===== src/fsp_pkg.sv =====
// shared types, codes and character decode for the format specifier parser
// no dependencies
package fsp_pkg;

  localparam int FSP_VALUE_BITS = 16;
  localparam int FSP_OUT_VALUE_BITS = 16;

  // parser phases
  typedef enum logic [3:0] {
    PH_FLAGS = 4'd0,
    PH_WDIG  = 4'd1,
    PH_DOT   = 4'd2,
    PH_PREC  = 4'd3,
    PH_PDIG  = 4'd4,
    PH_LEN   = 4'd5,
    PH_H     = 4'd6,
    PH_L     = 4'd7,
    PH_CONV  = 4'd8
  } fsp_phase_t;

  // width / precision modes
  localparam logic [1:0] MODE_ABSENT  = 2'd0;
  localparam logic [1:0] MODE_LITERAL = 2'd1;
  localparam logic [1:0] MODE_STAR    = 2'd2;

  // length codes
  localparam logic [2:0] LEN_NONE = 3'd0;
  localparam logic [2:0] LEN_HH   = 3'd1;
  localparam logic [2:0] LEN_H    = 3'd2;
  localparam logic [2:0] LEN_LL   = 3'd3;
  localparam logic [2:0] LEN_L    = 3'd4;
  localparam logic [2:0] LEN_J    = 3'd5;
  localparam logic [2:0] LEN_Z    = 3'd6;
  localparam logic [2:0] LEN_T    = 3'd7;

  // conversion codes
  localparam logic [3:0] CONV_D   = 4'd0;
  localparam logic [3:0] CONV_U   = 4'd1;
  localparam logic [3:0] CONV_O   = 4'd2;
  localparam logic [3:0] CONV_X   = 4'd3;
  localparam logic [3:0] CONV_XU  = 4'd4;
  localparam logic [3:0] CONV_C   = 4'd5;
  localparam logic [3:0] CONV_S   = 4'd6;
  localparam logic [3:0] CONV_P   = 4'd7;
  localparam logic [3:0] CONV_N   = 4'd8;
  localparam logic [3:0] CONV_PCT = 4'd9;

  // flag bit positions
  localparam int FLAG_LEFT  = 0;
  localparam int FLAG_SIGN  = 1;
  localparam int FLAG_SPACE = 2;
  localparam int FLAG_ALT   = 3;
  localparam int FLAG_ZERO  = 4;

  // characters
  localparam logic [7:0] CH_NUL   = 8'h00;
  localparam logic [7:0] CH_SPACE = 8'h20;
  localparam logic [7:0] CH_HASH  = 8'h23;
  localparam logic [7:0] CH_PCT   = 8'h25;
  localparam logic [7:0] CH_STAR  = 8'h2A;
  localparam logic [7:0] CH_PLUS  = 8'h2B;
  localparam logic [7:0] CH_MINUS = 8'h2D;
  localparam logic [7:0] CH_DOT   = 8'h2E;
  localparam logic [7:0] CH_ZERO  = 8'h30;
  localparam logic [7:0] CH_NINE  = 8'h39;
  localparam logic [7:0] CH_XU    = 8'h58;
  localparam logic [7:0] CH_C     = 8'h63;
  localparam logic [7:0] CH_D     = 8'h64;
  localparam logic [7:0] CH_H     = 8'h68;
  localparam logic [7:0] CH_I     = 8'h69;
  localparam logic [7:0] CH_J     = 8'h6A;
  localparam logic [7:0] CH_L     = 8'h6C;
  localparam logic [7:0] CH_N     = 8'h6E;
  localparam logic [7:0] CH_O     = 8'h6F;
  localparam logic [7:0] CH_P     = 8'h70;
  localparam logic [7:0] CH_S     = 8'h73;
  localparam logic [7:0] CH_T     = 8'h74;
  localparam logic [7:0] CH_U     = 8'h75;
  localparam logic [7:0] CH_X     = 8'h78;
  localparam logic [7:0] CH_Z     = 8'h7A;

  // one result beat
  typedef struct packed {
    logic [4:0]                    flag_bits;
    logic [1:0]                    width_mode;
    logic [FSP_OUT_VALUE_BITS-1:0] width_value;
    logic [1:0]                    precision_mode;
    logic [FSP_OUT_VALUE_BITS-1:0] precision_value;
    logic [2:0]                    length_code;
    logic [3:0]                    conversion;
    logic                          error;
  } fsp_result_t;

  // one-hot flag for a flag character, zero otherwise
  function automatic logic [4:0] fsp_flag_of(input logic [7:0] c);
    logic [4:0] f;
    f = 5'd0;
    case (c)
      CH_MINUS: f[FLAG_LEFT]  = 1'b1;
      CH_PLUS:  f[FLAG_SIGN]  = 1'b1;
      CH_SPACE: f[FLAG_SPACE] = 1'b1;
      CH_HASH:  f[FLAG_ALT]   = 1'b1;
      CH_ZERO:  f[FLAG_ZERO]  = 1'b1;
      default:  f = 5'd0;
    endcase
    return f;
  endfunction

  // conversion letter decode: {known, code}
  function automatic logic [4:0] fsp_conv_of(input logic [7:0] c);
    logic [4:0] r;
    case (c)
      CH_D, CH_I: r = {1'b1, CONV_D};
      CH_U:       r = {1'b1, CONV_U};
      CH_O:       r = {1'b1, CONV_O};
      CH_X:       r = {1'b1, CONV_X};
      CH_XU:      r = {1'b1, CONV_XU};
      CH_C:       r = {1'b1, CONV_C};
      CH_S:       r = {1'b1, CONV_S};
      CH_P:       r = {1'b1, CONV_P};
      CH_N:       r = {1'b1, CONV_N};
      CH_PCT:     r = {1'b1, CONV_PCT};
      default:    r = {1'b0, CONV_D};
    endcase
    return r;
  endfunction

endpackage


===== src/fsp_core.sv =====
// parser state and per-character step logic; emits one result when a specifier ends
// depends on fsp_pkg
module fsp_core import fsp_pkg::*; #(
  parameter int VALUE_BITS = FSP_VALUE_BITS
) (
  input  logic        clk,
  input  logic        rst_n,
  input  logic        step_en,
  input  logic [7:0]  ch,
  output logic        emit,
  output fsp_result_t result
);

  fsp_phase_t            phase_r, phase_nxt;
  logic [4:0]            flags_r, flags_nxt;
  logic [VALUE_BITS-1:0] wacc_r, wacc_nxt;
  logic [VALUE_BITS-1:0] pacc_r, pacc_nxt;
  logic [1:0]            wkind_r, wkind_nxt;
  logic [1:0]            pkind_r, pkind_nxt;
  logic [2:0]            len_r, len_nxt;

  logic                  is_digit;
  logic [VALUE_BITS-1:0] digit_val;
  logic [VALUE_BITS-1:0] wacc_step;
  logic [VALUE_BITS-1:0] pacc_step;
  logic [4:0]            flag;
  logic [4:0]            conv;
  logic                  fall_dot, fall_len, fall_conv;
  logic                  fin_err, fin_ok;
  logic [2:0]            len_eff;
  logic [VALUE_BITS+FSP_OUT_VALUE_BITS-1:0] wacc_wide, pacc_wide;

  // character decode and decimal accumulate (acc * 10 + digit, wraps)
  assign is_digit  = (ch >= CH_ZERO) && (ch <= CH_NINE);
  assign digit_val = VALUE_BITS'(ch[3:0]);
  assign wacc_step = (wacc_r << 3) + (wacc_r << 1) + digit_val;
  assign pacc_step = (pacc_r << 3) + (pacc_r << 1) + digit_val;
  assign flag      = fsp_flag_of(ch);
  assign conv      = fsp_conv_of(ch);
  assign wacc_wide = {{FSP_OUT_VALUE_BITS{1'b0}}, wacc_r};
  assign pacc_wide = {{FSP_OUT_VALUE_BITS{1'b0}}, pacc_r};

  // state register
  always_ff @(posedge clk) begin
    if (!rst_n) begin
      phase_r <= PH_FLAGS;
      flags_r <= 5'd0;
      wacc_r  <= '0;
      pacc_r  <= '0;
      wkind_r <= MODE_ABSENT;
      pkind_r <= MODE_ABSENT;
      len_r   <= LEN_NONE;
    end else if (step_en) begin
      phase_r <= phase_nxt;
      flags_r <= flags_nxt;
      wacc_r  <= wacc_nxt;
      pacc_r  <= pacc_nxt;
      wkind_r <= wkind_nxt;
      pkind_r <= pkind_nxt;
      len_r   <= len_nxt;
    end
  end

  // phase walk: a character that does not fit a phase falls through to later ones
  always_comb begin
    phase_nxt = phase_r;
    flags_nxt = flags_r;
    wacc_nxt  = wacc_r;
    pacc_nxt  = pacc_r;
    wkind_nxt = wkind_r;
    pkind_nxt = pkind_r;
    len_nxt   = len_r;
    fall_dot  = 1'b0;
    fall_len  = 1'b0;
    fall_conv = 1'b0;
    fin_err   = 1'b0;
    fin_ok    = 1'b0;
    len_eff   = len_r;

    if (ch == CH_NUL) begin
      fin_err = 1'b1;
    end else begin
      case (phase_r)
        PH_FLAGS: begin
          if (flag != 5'd0) begin
            if ((flags_r & flag) != 5'd0) fin_err = 1'b1;
            else flags_nxt = flags_r | flag;
          end else if (ch == CH_STAR) begin
            wkind_nxt = MODE_STAR;
            phase_nxt = PH_DOT;
          end else if (is_digit) begin
            wkind_nxt = MODE_LITERAL;
            wacc_nxt  = digit_val;
            phase_nxt = PH_WDIG;
          end else begin
            fall_dot = 1'b1;
          end
        end
        PH_WDIG: begin
          if (is_digit) wacc_nxt = wacc_step;
          else fall_dot = 1'b1;
        end
        PH_DOT: fall_dot = 1'b1;
        PH_PREC: begin
          if (ch == CH_STAR) begin
            pkind_nxt = MODE_STAR;
            phase_nxt = PH_LEN;
          end else if (is_digit) begin
            pkind_nxt = MODE_LITERAL;
            pacc_nxt  = digit_val;
            phase_nxt = PH_PDIG;
          end else begin
            fall_len = 1'b1;
          end
        end
        PH_PDIG: begin
          if (is_digit) pacc_nxt = pacc_step;
          else fall_len = 1'b1;
        end
        PH_LEN: fall_len = 1'b1;
        PH_H: begin
          if (ch == CH_H) begin
            len_nxt   = LEN_HH;
            phase_nxt = PH_CONV;
          end else begin
            len_eff   = LEN_H;
            fall_conv = 1'b1;
          end
        end
        PH_L: begin
          if (ch == CH_L) begin
            len_nxt   = LEN_LL;
            phase_nxt = PH_CONV;
          end else begin
            len_eff   = LEN_L;
            fall_conv = 1'b1;
          end
        end
        default: fall_conv = 1'b1;
      endcase

      // optional precision introducer
      if (fall_dot) begin
        if (ch == CH_DOT) phase_nxt = PH_PREC;
        else fall_len = 1'b1;
      end

      // length letters
      if (fall_len) begin
        case (ch)
          CH_H: phase_nxt = PH_H;
          CH_L: phase_nxt = PH_L;
          CH_J: begin
            len_nxt   = LEN_J;
            phase_nxt = PH_CONV;
          end
          CH_Z: begin
            len_nxt   = LEN_Z;
            phase_nxt = PH_CONV;
          end
          CH_T: begin
            len_nxt   = LEN_T;
            phase_nxt = PH_CONV;
          end
          default: fall_conv = 1'b1;
        endcase
      end

      // conversion letter ends the specifier
      if (fall_conv) begin
        if (conv[4]) fin_ok = 1'b1;
        else fin_err = 1'b1;
      end
    end

    // back to the start after any result
    if (fin_err || fin_ok) begin
      phase_nxt = PH_FLAGS;
      flags_nxt = 5'd0;
      wacc_nxt  = '0;
      pacc_nxt  = '0;
      wkind_nxt = MODE_ABSENT;
      pkind_nxt = MODE_ABSENT;
      len_nxt   = LEN_NONE;
    end
  end

  // result beat
  always_comb begin
    emit   = fin_err || fin_ok;
    result = '0;
    if (fin_err) begin
      result.error = 1'b1;
    end else begin
      result.flag_bits       = flags_r;
      result.width_mode      = wkind_r;
      result.width_value     = (wkind_r == MODE_LITERAL) ?
                               wacc_wide[FSP_OUT_VALUE_BITS-1:0] : '0;
      result.precision_mode  = pkind_r;
      result.precision_value = (pkind_r == MODE_LITERAL) ?
                               pacc_wide[FSP_OUT_VALUE_BITS-1:0] : '0;
      result.length_code     = len_eff;
      result.conversion      = conv[3:0];
      result.error           = 1'b0;
    end
  end

endmodule


===== src/format_specifier_parser.sv =====
// top level of the format specifier parser: input register, parser core, result register
// depends on fsp_pkg and fsp_core
//
// Feed the characters after a '%' one beat each on in_ch; a NUL ends the string. The block
// takes one character per cycle, every cycle, for as long as results are taken: a character
// goes into the input register at acceptance and, when it is stepped, the parser core
// advances its state by one step and, if that character finished or broke the specifier,
// writes one result beat into the result register. A result therefore shows on the out_
// port straight from the result register. The rate is set by the one-step
// state update in the core, which carries the phase and the width and precision
// accumulators (times ten plus digit, wrapping at VALUE_BITS) from one character to the
// next. Input stalls only when a result is pending, the result register is full and
// out_ready is low; characters that produce no result keep flowing. An error beat has
// every field zero except out_error.
module format_specifier_parser import fsp_pkg::*; #(
  parameter int VALUE_BITS = FSP_VALUE_BITS
) (
  input  logic        clk,
  input  logic        rst_n,
  input  logic        in_valid,
  output logic        in_ready,
  input  logic [7:0]  in_ch,
  output logic        out_valid,
  input  logic        out_ready,
  output logic [4:0]  out_flag_bits,
  output logic [1:0]  out_width_mode,
  output logic [15:0] out_width_value,
  output logic [1:0]  out_precision_mode,
  output logic [15:0] out_precision_value,
  output logic [2:0]  out_length_code,
  output logic [3:0]  out_conversion,
  output logic        out_error
);

  logic        s1_valid_r;
  logic [7:0]  ch_r;
  logic        s1_go;
  logic        out_room;
  logic        emit;
  fsp_result_t result;
  logic        out_valid_r;
  fsp_result_t out_r;

  // handshake: the input register moves when its character can be stepped
  assign out_room = !out_valid_r || out_ready;
  assign s1_go    = s1_valid_r && (!emit || out_room);
  assign in_ready = !s1_valid_r || s1_go;

  // input register
  always_ff @(posedge clk) begin
    if (!rst_n) begin
      s1_valid_r <= 1'b0;
    end else if (in_ready) begin
      s1_valid_r <= in_valid;
    end
  end

  always_ff @(posedge clk) begin
    if (in_valid && in_ready) begin
      ch_r <= in_ch;
    end
  end

  // parser core
  fsp_core #(
    .VALUE_BITS(VALUE_BITS)
  ) u_core (
    .clk     (clk),
    .rst_n   (rst_n),
    .step_en (s1_go),
    .ch      (ch_r),
    .emit    (emit),
    .result  (result)
  );

  // result register
  always_ff @(posedge clk) begin
    if (!rst_n) begin
      out_valid_r <= 1'b0;
    end else if (s1_go && emit) begin
      out_valid_r <= 1'b1;
    end else if (out_ready) begin
      out_valid_r <= 1'b0;
    end
  end

  always_ff @(posedge clk) begin
    if (s1_go && emit) begin
      out_r <= result;
    end
  end

  // result beat on the ports
  assign out_valid           = out_valid_r;
  assign out_flag_bits       = out_r.flag_bits;
  assign out_width_mode      = out_r.width_mode;
  assign out_width_value     = out_r.width_value;
  assign out_precision_mode  = out_r.precision_mode;
  assign out_precision_value = out_r.precision_value;
  assign out_length_code     = out_r.length_code;
  assign out_conversion      = out_r.conversion;
  assign out_error           = out_r.error;

endmodule


===== config.mk =====
export PLATFORM = sky130hd
export DESIGN_NAME = format_specifier_parser
export DESIGN_NICKNAME = d
export VERILOG_FILES = /design/src/fsp_pkg.sv /design/src/fsp_core.sv /design/src/format_specifier_parser.sv
export SDC_FILE = /design/constraint.sdc
export NUM_CORES = 1
export LEC_CHECK = 0
export BUFFER_PORTS_ARGS = -buffer_cell sky130_fd_sc_hd__buf_2
export CORE_UTILIZATION = 55
export CTS_CLUSTER_SIZE = 25
export DETAILED_ROUTE_END_ITERATION = 6
export PLACE_DENSITY = 0.75
export SYNTH_ARGS = -nofsm -noshare
export SYNTH_HDL_FRONTEND = slang
export SYNTH_SLANG_ARGS = --single-unit

===== constraint.sdc =====
create_clock -name clk -period 5.4 [get_ports clk]
set_input_delay 0.54 -clock clk [delete_from_list [all_inputs] [get_ports clk]]
set_output_delay 0.54 -clock clk [all_outputs]
set_load 0.02 [all_outputs]

Word level (Yosys, flattened, before mapping). Index checks and enable logic that the tools add are counted.

Bits in registers: 107. Latch bits: 0. RAM bits: 0. Memory bits (read-only): 0. Word-level logic and storage cells: 187. Memories kept: 0.

Add/subtract/negate cells: 4. Multiply operators: 0. Div/mod/pow operators: 0. Magnitude comparators: 2. Eq/ne operators: 42. Shift operators: 0. Muxes and demuxes: 83. Bitwise operators: 4. Reductions and logical operators: 34.

Operators by type and width (count): $mux W16 (9); $eq A8 B7 Y1 const B (15); $eq A8 B6 Y1 const B (8); $pmux W16 S2 (2); $pmux W5 S10 (1); $mux W4 (12); $add A16 B16 Y16 (2); $add A16 B4 Y16 (2); $mux W1 (29); $mux W5 (5); $mux W3 (8); $mux W2 (9); $eq A4 B3 Y1 const B (4); $pmux W4 S4 (1); $ne A3 B2 Y1 const B (4); $pmux W3 S2 (2); $pmux W4 S3 (1); $reduce_and A5 Y1 (2); $reduce_bool A5 Y1 (2); $ne A3 B3 Y1 const B (3); $pmux W1 S3 (3); $pmux W3 S3 (1); $reduce_bool A3 Y1 (3); $eq A4 B2 Y1 const B (2); 22 further kinds (39).

Longest topological paths before layout.
Depth after elaboration: 19. Mapped depth: 11. Depth with buffers taken out: 11.

Hierarchy. From an unflattened synthesis, not the netlist that was laid out.

Cell total of the unflattened synthesis: 676. Area total of the unflattened synthesis: 6555.0 um^2.

Modules (own cells, without submodules): fsp_core (instances 1, cells each 607, area an instance 4725.8 um^2, sequential area each 960.9 um^2); format_specifier_parser (instances 1, cells each 69, area an instance 1829.3 um^2, sequential area each 1751.7 um^2).

Worst setup path after synthesis. No wires, ideal clock.

Kind: flip-flop to flip-flop. Start: register ch_r[3]. End: register out_r, in the netlist out_conversion[0] (enable). Arrival time: 4.089 ns. Required time: 4.944 ns. Slack: 0.856 ns. Stages on the path, launching flop included: 9. Path buffers: 2. Cells stage by stage: edfxtp_1 buf_2 nor4_2 nand3_1 or2_2 a21oi_2 a21oi_2 buf_4 nor2_1.

Word-level cells in the longest chain between the ends: 18. Elaborated cells on any way between the ends: 67.

RTL lines: start: declaration (line format_specifier_parser.sv:36) `logic [7:0] ch_r;`; start signal: assignment (line format_specifier_parser.sv:60) `ch_r <= in_ch;`; $ge A8 B6 Y1 / $le A8 B6 Y1 (equally long branches) (line fsp_core.sv:34) `assign is_digit = (ch >= CH_ZERO) && (ch <= CH_NINE);`; $logic_and A1 B1 Y1 (line fsp_core.sv:34); $mux W1; $mux W1 (line fsp_core.sv:88) `end else if (ch == CH_STAR) begin`; $mux W1 (line fsp_core.sv:85) `if (flag != 5'd0) begin`; $pmux W1 S3 (line fsp_core.sv:83) `case (phase_r)`; $mux W1 (line fsp_core.sv:80) `if (ch == CH_NUL) begin`; $mux W1 (line fsp_core.sv:143) `if (fall_dot) begin`; [2 not listed]; $mux W1 (line fsp_core.sv:80); $mux W1 (line fsp_core.sv:170) `if (fall_conv) begin`; $mux W1 (line fsp_core.sv:80); $logic_or A1 B1 Y1 * (line fsp_core.sv:190) `emit = fin_err || fin_ok;`; $logic_not A1 Y1 (line format_specifier_parser.sv:46) `assign s1_go = s1_valid_r && (!emit || out_room);`; $logic_or A1 B1 Y1 (line format_specifier_parser.sv:46); $logic_and A1 B1 Y1 (line format_specifier_parser.sv:46); $logic_and A1 B1 Y1 * (line format_specifier_parser.sv:88) `if (s1_go && emit) begin`; end signal: assignment (line format_specifier_parser.sv:89) `out_r <= result;`; end: declaration (line format_specifier_parser.sv:42) `fsp_result_t out_r;`.

Every way passes the cells marked *; elsewhere a longest branch is shown, timed or not. The select of a mux whose other input is x is not followed. A chain may end at the register's enable or synchronous reset.

Final worst setup path.
Start: register ch_r[1]. End: output port in_ready.

Word-level cells in the longest chain between the ends: 18. Elaborated cells on any way between the ends: 67.

RTL lines: $ge A8 B6 Y1 / $le A8 B6 Y1 (equally long branches) (line fsp_core.sv:34); $logic_and A1 B1 Y1 (line fsp_core.sv:34); $mux W1; $mux W1 (line fsp_core.sv:88); $mux W1 (line fsp_core.sv:85); $pmux W1 S3 (line fsp_core.sv:83); $mux W1 (line fsp_core.sv:80); $mux W1 (line fsp_core.sv:143); [2 not listed]; $mux W1 (line fsp_core.sv:80); $mux W1 (line fsp_core.sv:170); $mux W1 (line fsp_core.sv:80); $logic_or A1 B1 Y1 * (line fsp_core.sv:190); $logic_not A1 Y1 * (line format_specifier_parser.sv:46); $logic_or A1 B1 Y1 * (line format_specifier_parser.sv:46); $logic_and A1 B1 Y1 * (line format_specifier_parser.sv:46); $logic_or A1 B1 Y1 * (line format_specifier_parser.sv:47) `assign in_ready = !s1_valid_r || s1_go;`; end: declaration (line format_specifier_parser.sv:21) `output logic in_ready,`.

Marks and branches as above.

==> results.sh <==
export IMPL_async_flop_share_pct=0
export IMPL_multiInputGateArea_um2=3640
export IMPL_cp_data_required_time_ns=4.86
export IMPL_fmax_mhz=242
export IMPL_tightest_slew_ns=0.839
export IMPL_place_congestion=0.901
export IMPL_ant_nets=0
export IMPL_synth_edf_count=57
export IMPL_initial_core_util_pct=57.3
export IMPL_status="complete, but fails checks"
export IMPL_vias=5335
export IMPL_swShare_pct=22.9
export IMPL_postLayoutCellArea_um2=7340
export IMPL_crit_start="ch_r[1]"
export IMPL_post_route_drc_count=3
export IMPL_cp_arrival_ns=3.58
export IMPL_cts_tree="yes"
export IMPL_core_area_um2=11600
export IMPL_cts_buffers_inserted=9
export IMPL_setup_viol=0
export IMPL_failed_checks="DRC"
export IMPL_synth_distinct_cells=84
export IMPL_hold_buffers=0
export IMPL_max_cap_violations=0
export IMPL_power_internal_mw=1.33
export IMPL_areaGrowthSynthToFinish_pct=10.2
export IMPL_hold_depth=1
export IMPL_rows=39
export IMPL_endpoint_kind="output port"
export IMPL_drtIter0Drc=343
export IMPL_netlist_instances=681
export IMPL_drtPass1Iterations=7
export IMPL_clkSlewWorstSetupHoldPaths_ns=0.07
export IMPL_syn_avg_cell_area_um2=9.78
export IMPL_io_pins=63
export IMPL_die_w_um=112
export IMPL_path_max_fanout=24
export IMPL_peakVddDrop_v=0.000200
export IMPL_rsz0062_at_grt="no"
export IMPL_fin_crit_sh_pct=76.4
export IMPL_fin_cells=874
export IMPL_cts_resized=0
export IMPL_grt_max_degree=42
export IMPL_final_cell_mix="64 x nand2_1, 62 x buf_2, 57 x edfxtp_1"
export IMPL_critPathLaunchType="flip-flop"
export IMPL_wl_um=14700
export IMPL_dp_hpwl_um=10700
export IMPL_port_buffer_count=62
export IMPL_nets=794
export IMPL_fin_setup_tns_ns=0
export IMPL_drive_above_1_share_pct=14.5
export IMPL_reg2reg_depth=7
export IMPL_slew_headroom_pct=44.1
export IMPL_htree_num_levels=3
export IMPL_viasPerCell=6.10
export IMPL_power_frac_comb_pct=7.4
export IMPL_antenna_found_initial=0
export IMPL_reg2reg_slack_ns=1.46
export IMPL_regToRegStartpoint="ch_r[1]"
export IMPL_seq_area_um2=2710
export IMPL_synth_net_count=749
export IMPL_hold_path_class="in2reg"
export IMPL_power_density_nw_per_um2=236
export IMPL_worstReg2RegEnd="ch_r[3]"
export IMPL_final_common_cell="nand2_1"
export IMPL_drv_slew=0
export IMPL_synth_top_area_cell="edfxtp_1"
export IMPL_finClkSkew_ns=0.00987
export IMPL_numClockSinks=107
export IMPL_finalHoldViolations=0
export IMPL_synthTopCellsByArea="edfxtp_1 26%, dfxtp_1 15%, ha_1 9.8%"
export IMPL_yosys_warnings=0
export IMPL_synth_top_flop_cell="edfxtp_1"
export IMPL_fillers=964
export IMPL_n_antenna_cell=0
export IMPL_setup_worst_path_class="reg2out"
export IMPL_clk_path_buf_depth=2
export IMPL_ys_seq_elements=107
export IMPL_grt_pass1_vias=4965
export IMPL_syn_area_um2=6660
export IMPL_placedCellCount=858
export IMPL_fin_crit_ns=4.12
export IMPL_p_leak_nw=2.96
export IMPL_crit_end="in_ready"
export IMPL_postCtsSetupBuffers=0
export IMPL_routedWlPerCell_um=16.9
export IMPL_grt_overflow=0
export IMPL_globalRouteTotalUtil_pct=24.5
export IMPL_clk_latency_ns=0.36
export IMPL_cts_root_buf="clkbuf_16"
export IMPL_pwr_share_seq_pct=51.8
export IMPL_netSwitchingPower_mw=0.396
export IMPL_place_area_um2=7020
export IMPL_synth_top_cell_area_share_pct=25.7
export IMPL_p_clk_share_pct=40.8
export IMPL_grt_pass1_wl_um=24300
export IMPL_seq_area_frac_synth_pct=40.7
export IMPL_die_y_um=112
export IMPL_die_area_um2=12600
final cells by class:
class	count	area share, %
inverters	38	1.94
repair buffers	66	4.64
clock inverters	4	1.01
clock buffers	12	3.36
multi-input cells	504	49.7
flip-flops and latches	107	37.0
well taps	143	2.44
synthesized netlist by cell type (5+ instances only):
master    count
nand2_1      64
edfxtp_1     57
ha_1         52
dfxtp_1      50
and2_1       41
inv_1        37
a21oi_1      36
nor2_1       29
nand3_1      22
nor3_1       22
o21ai_0      21
mux2i_1      15
xnor2_1      15
clkbuf_1     13
o22ai_1      13
o21a_1       12
buf_2        11
o211ai_1     11
nor2b_1       8
o32ai_1       8
nand2b_1      7
or3_1         7
xor2_1        7
nand4_1       6
o21ai_1       6
a41oi_1       5
and3b_1       5
stage by stage:
stage               util [%]  worst slack (ns)  hold WS, ns  power [mW]
CTS                     63.2              1.32        0.338        1.74
detailed placement      60.4              1.51        0.451        1.04
finish                  63.2              1.28        0.350        1.73
global placement        60.4              1.64        0.452        1.04
global route            63.2              1.05        0.341        1.78
floorplan                  -             0.856        0.433        1.01
cell families (layout without fill, tap and decap cells):
| logic type | after synthesis | count (layout) | synth area share [%] |
|---|---|---|---|
| fa+ha+maj | 56 | 56 | 11.0 |
| simple gates | 243 | 243 | 20.1 |
| mux | 16 | 16 | 2.42 |
| buf+inv | 70 | 120 | 4.66 |
| flops | 107 | 107 | 40.7 |
| xor+xnor | 22 | 22 | 2.89 |
| compound gates | 167 | 167 | 18.2 |
state kept, by name (all words and copies together), names as in the netlist:
signal / cells
ch_r: 8
out_conversion: 4
out_error: 1
out_flag_bits: 5
out_length_code: 3
out_precision_mode: 2
out_precision_value: 16
out_valid: 1
out_width_mode: 2
out_width_value: 16
s1_valid_r: 1
u_core.flags_r: 5
u_core.len_r: 3
u_core.pacc_r: 16
u_core.phase_r: 4
u_core.pkind_r: 2
u_core.wacc_r: 16
u_core.wkind_r: 2
worst min path at each step:
stage	slack [ns]	start	to
4_1_cts	0.34	in_ch[0]	ch_r[0]
6_report	0.35	in_ch[6]	ch_r[6]
3_5_place_dp	0.45	u_core.pkind_r[1]	u_core.pkind_r[1]
5_1_grt	0.34	in_ch[4]	ch_r[4]
3_3_place_gp	0.45	u_core.pkind_r[1]	u_core.pkind_r[1]
2_1_floorplan	0.43	u_core.pkind_r[1]	u_core.pkind_r[1]
critical path: stages (launching register included):
cell and delay (ns):
edfxtp_1 0.69, nor2_1 0.48, a41oi_1 0.29, nor2_1 0.37, o21ai_2 0.20, a21oi_2 0.72
nor3_1 0.19, inv_1 0.11, buf_2 0.16
routing by layer:
layer  part of all wire [%]  global-route usage [%]  routed length (um)
met5                      0                       0                   0
met4                    1.9                    9.33                 278
met3                    3.5                    3.51                 523
met2                     47                    40.5                6980
met1                     47                    32.8                6960
power by group through the flow:
stage / clock network, mW / registers, mW / logic [mW]
final: 0.706 / 0.897 / 0.128
after global routing: 0.746 / 0.900 / 0.137
after CTS: 0.719 / 0.897 / 0.128
after detailed placement: 0 / 0.915 / 0.128
after global placement: 0 / 0.914 / 0.126
after floorplan: 0 / 0.928 / 0.0775
(Power assumes the default switching activity.)
